**config.mk**
```make
export PLATFORM = sky130hd
export DESIGN_NAME = psb_ram
export DESIGN_NICKNAME = d
export VERILOG_FILES = /design/src/design/psb_ram.sv
export SDC_FILE = /design/constraint.sdc
export NUM_CORES = 1
export LEC_CHECK = 0
export ABC_AREA = 1
export BUFFER_PORTS_ARGS = -buffer_cell sky130_fd_sc_hd__buf_2
export CAP_MARGIN = 20
export CORE_MARGIN = 4
export CORE_UTILIZATION = 40
export DETAILED_ROUTE_END_ITERATION = 8
export GPL_TIMING_DRIVEN = 0
export PLACE_DENSITY = 0.57
export SYNTH_ARGS = -nofsm -noshare
export SYNTH_HDL_FRONTEND = slang
export SYNTH_SLANG_ARGS = --single-unit
```
**constraint.sdc**
```tcl
create_clock -name clk_i -period 1.9 [get_ports clk_i]
set_input_delay 0.19 -clock clk_i [delete_from_list [all_inputs] [get_ports clk_i]]
set_output_delay 0.19 -clock clk_i [all_outputs]
set_load 0.05 [all_outputs]
```
**src/design/psb_ram.sv**
```systemverilog
// Generic single-port-write, registered-read RAM.
module psb_ram #(
  parameter int WIDTH = 8,
  parameter int DEPTH = 64
) (
  input  logic                             clk_i,
  input  logic                             we_i,
  input  logic [$clog2(DEPTH)-1:0]         waddr_i,
  input  logic [WIDTH-1:0]                 wdata_i,
  input  logic                             re_i,
  input  logic [$clog2(DEPTH)-1:0]         raddr_i,
  output logic [WIDTH-1:0]                 rdata_o
);

  logic [WIDTH-1:0] mem_q [DEPTH];
  logic [WIDTH-1:0] rdata_q;

  always_ff @(posedge clk_i) begin
    if (we_i) begin
      mem_q[waddr_i] <= wdata_i;
    end
    if (re_i) begin
      rdata_q <= mem_q[raddr_i];
    end
  end

  assign rdata_o = rdata_q;

endmodule

```
==> impl_metrics.env <==
export IMPL_hold_path_endpoint="mem_q[53][6]$_DFFE_PP_"
export IMPL_drt_pre_antenna_iters=5
export IMPL_place_gp_congestion=0.942
export IMPL_timing_reg2reg_setup_slack_ns=0.27
export IMPL_worst_path_largest_cell_delay_ns=0.90
export IMPL_first_global_vias=13727
export IMPL_synth_yosys_seq_area_share_pct=72.9
export IMPL_setup_cp_type="in2reg"
export IMPL_floorplan_die_height_um=239
export IMPL_num_vias=14465
export IMPL_rr_worst_depth=8
export IMPL_yosysTopAreaCell="edfxtp_1"
export IMPL_min_from="wdata_i[6]"
export IMPL_setup_viol=65
export IMPL_viasPerCell=5.49
export IMPL_clock_sink_count=520
export IMPL_ios=31
export IMPL_hpwlAfterDp_um=43600
export IMPL_power_clock_fraction_pct=41.2
export IMPL_cts_buffers_inserted=54
export IMPL_worst_skew_pair_late_latency_ns=0.62
export IMPL_hold_viol=0
export IMPL_final_cycle_share_pct=109
export IMPL_critPathMaxFanout=9
export IMPL_violations="negative setup slack"
export IMPL_worst_pin_slew_ns=0.996
export IMPL_grt_overflow_total=0
export IMPL_power_density_cell_area_nw_per_um2=1010
export IMPL_fin_ws_ns=-0.179
export IMPL_drive_gt1_share_pct=12.6
export IMPL_initial_core_util_pct=40.6
export IMPL_drt_drc_violations_left=0
export IMPL_combinationalPowerShare_pct=7.3
export IMPL_power_dissipated_by_switching_net_loads_mw=5.79
export IMPL_synth_area_leaders="edfxtp_1, nand2_1, nand3_1"
export IMPL_peakVddDrop_mv=0.728
export IMPL_grt_max_degree=65
export IMPL_initial_drt_markers=1659
export IMPL_layout_min_cycle_time_ns=2.08
export IMPL_timing_critical_path_cells="clkbuf_1, inv_1, nand4_1, nor2_1"
export IMPL_max_cap_viol_count=0
export IMPL_netlist_instances=1805
export IMPL_crit_path_start_kind="input port"
export IMPL_clock_tree_from_tritoncts="yes"
export IMPL_summed_instance_area_of_the_synthesized_netlist_um2=21400
export IMPL_worstHoldPathCells=1
export IMPL_layout_nets=1926
export IMPL_chipWidth_um=239
export IMPL_max_freq_ghz=0.481
export IMPL_syn2layout_area_growth_pct=14.1
export IMPL_final_setup_skew_ns=0.0212
export IMPL_cellInternalPower_mw=18.9
export IMPL_clock_tree_htree_level_count=2
export IMPL_crit_required_ns=2.14
export IMPL_hold_path_class="in2reg"
export IMPL_critical_path_endpoint_type="flop"
export IMPL_critPathSlowestCell="nor2_1"
export IMPL_grt_antenna_before_repair=3
export IMPL_post_synth_num_cell_types=15
export IMPL_floorplan_rows=84
export IMPL_post_synthesis_net_count=1828
export IMPL_r2r_end="rdata_o[3]$_DFFE_PP_"
export IMPL_synth_largest_type_area_fraction_pct=72.9
export IMPL_grt_setup_unrepaired="true"
export IMPL_timing_final_max_slew_violations=0
export IMPL_run_status="finished, violations left"
export IMPL_root_buffer="clkbuf_16"
export IMPL_path_clk_slew_ns=0.06
export IMPL_maxSlewHeadroom_pct=33.4
export IMPL_grt_use_total_pct=22.2
export IMPL_drt_wirelength_per_cell_um=24.3
export IMPL_setup_tns_final_ns=-5.89
export IMPL_routed_wl_um=64000
export IMPL_grt_pass1_wl_um=92300
export IMPL_design_core_area_um2=52800
export IMPL_floorplan_die_area_um2=57300
export IMPL_power_share_sequential_pct=51.5
export IMPL_worst_path_arrival_time_ns=2.32
export IMPL_synth_seq_cells=520
export IMPL_yosysWarningCount=0
export IMPL_regToRegStartpoint="mem_q[25][3]$_DFFE_PP_"
export IMPL_ctsLongestPathBuffers=3
export IMPL_power_switching_fraction_pct=23.4
export IMPL_drtAntennaViolNets=0
export IMPL_post_synth_cell_area_avg_um2=11.9
export IMPL_portBuffers=22
export IMPL_overall_power_of_the_completed_layout_mw=24.7
export IMPL_power_leakage_nw=8.76
-- cell usage in the layout, fill, tap and decap left out, drive strengths merged, types with 8 or more instances in the layout --
cell type / count
buf: 137
clkbuf: 84
clkinv: 22
edfxtp: 520
inv: 15
nand2: 648
nand3: 439
nand4: 9
nor2: 56
nor4: 8
-- registers in the layout (all words and copies together) (netlist names) --
signal	flops
rdata_o	8
mem_q	512
-- area by class of cell --
class	instances	area, µm²
multi-input combinational	1160	5080
timing repair buffer	42	353
fill	4797	28300
buffer	113	810
sequential	520	15600
inverter	12	50.0
clock inverter	30	259
clock buffer	68	1400
tap	688	861
antenna	3	7.51
-- cells in the mapped netlist --
master / count
buf_6: 35
nor2_1: 56
inv_1: 10
buf_2: 37
inv_6: 1
nand3_1: 439
buf_8: 2
buf_1: 10
inv_2: 1
nand4_1: 9
nor4_1: 8
nand2_1: 648
clkbuf_1: 15
edfxtp_1: 520
buf_4: 14
-- timing repair --
action | CTS | global route
pin swaps | 0 | 2
hold buffers | 2 | 0
endpoints found under the setup margin | 104 | 274
buffers inserted | 0 | 4
hold endpoints to repair | 15 | 0
resized for setup | 9 | 28
-- cells by family after synthesis --
kind of cell / Yosys count / synth area share (%)
simple gates: 1160 / 23.1
buf+inv: 125 / 4.01
flops: 520 / 72.9
-- per-stage QoR --
stage / area [µm²] / utilization [%] / setup WS (ns) / hold WS, ns / instances
after floorplan: 21400 / - / -0.0561 / 0.289 / 1805
after global placement: 22400 / 42.4 / -0.996 / 0.615 / 2515
after detailed placement: 22600 / 42.9 / -0.789 / 0.624 / 2529
after CTS: 24300 / 46.1 / -0.100 / 0.0576 / 2629
after global routing: 24400 / 46.3 / -0.174 / 0.0706 / 2633
final: 24400 / 46.3 / -0.179 / 0.0777 / 2636
-- worst max-delay path: cells and delay by family --
family / cells / cell delay, ns
buf+inv: 2 / 0.52
simple gates: 2 / 1.59
-- power groups by stage --
stage / logic, mW / registers, mW / clock network, mW
final: 1.81 / 12.7 / 10.2
after global routing: 1.93 / 12.7 / 10.8
after CTS: 1.78 / 12.7 / 10.3
after detailed placement: 1.77 / 13.0 / 0
after global placement: 1.71 / 13.0 / 0
after floorplan: 0.893 / 13.0 / 0
-- worst max path at each step --
stage | from | end | slack (ns) | depth (start not counted)
after floorplan | we_i | mem_q[48][0]$_DFFE_PP_ | -0.06 | 3
after global placement | we_i | mem_q[54][2]$_DFFE_PP_ | -1.0 | 3
after global routing | waddr_i[0] | mem_q[18][4]$_DFFE_PP_ | -0.17 | 4
final | waddr_i[0] | mem_q[18][4]$_DFFE_PP_ | -0.18 | 4
after detailed placement | waddr_i[1] | mem_q[8][2]$_DFFE_PP_ | -0.79 | 4
after CTS | waddr_i[1] | mem_q[32][4]$_DFFE_PP_ | -0.10 | 4
-- routing by layer --
layer | vias up | share of wire, % | GRT usage [%]
li1 | 6564 | - | -
met3 | 123 | 7.9 | 3.53
met5 | - | 0.030 | 0
met2 | 646 | 46 | 35.2
met1 | 7128 | 43 | 31.5
met4 | 4 | 3.2 | 7.48
Power figures use the tool's default switching activity.
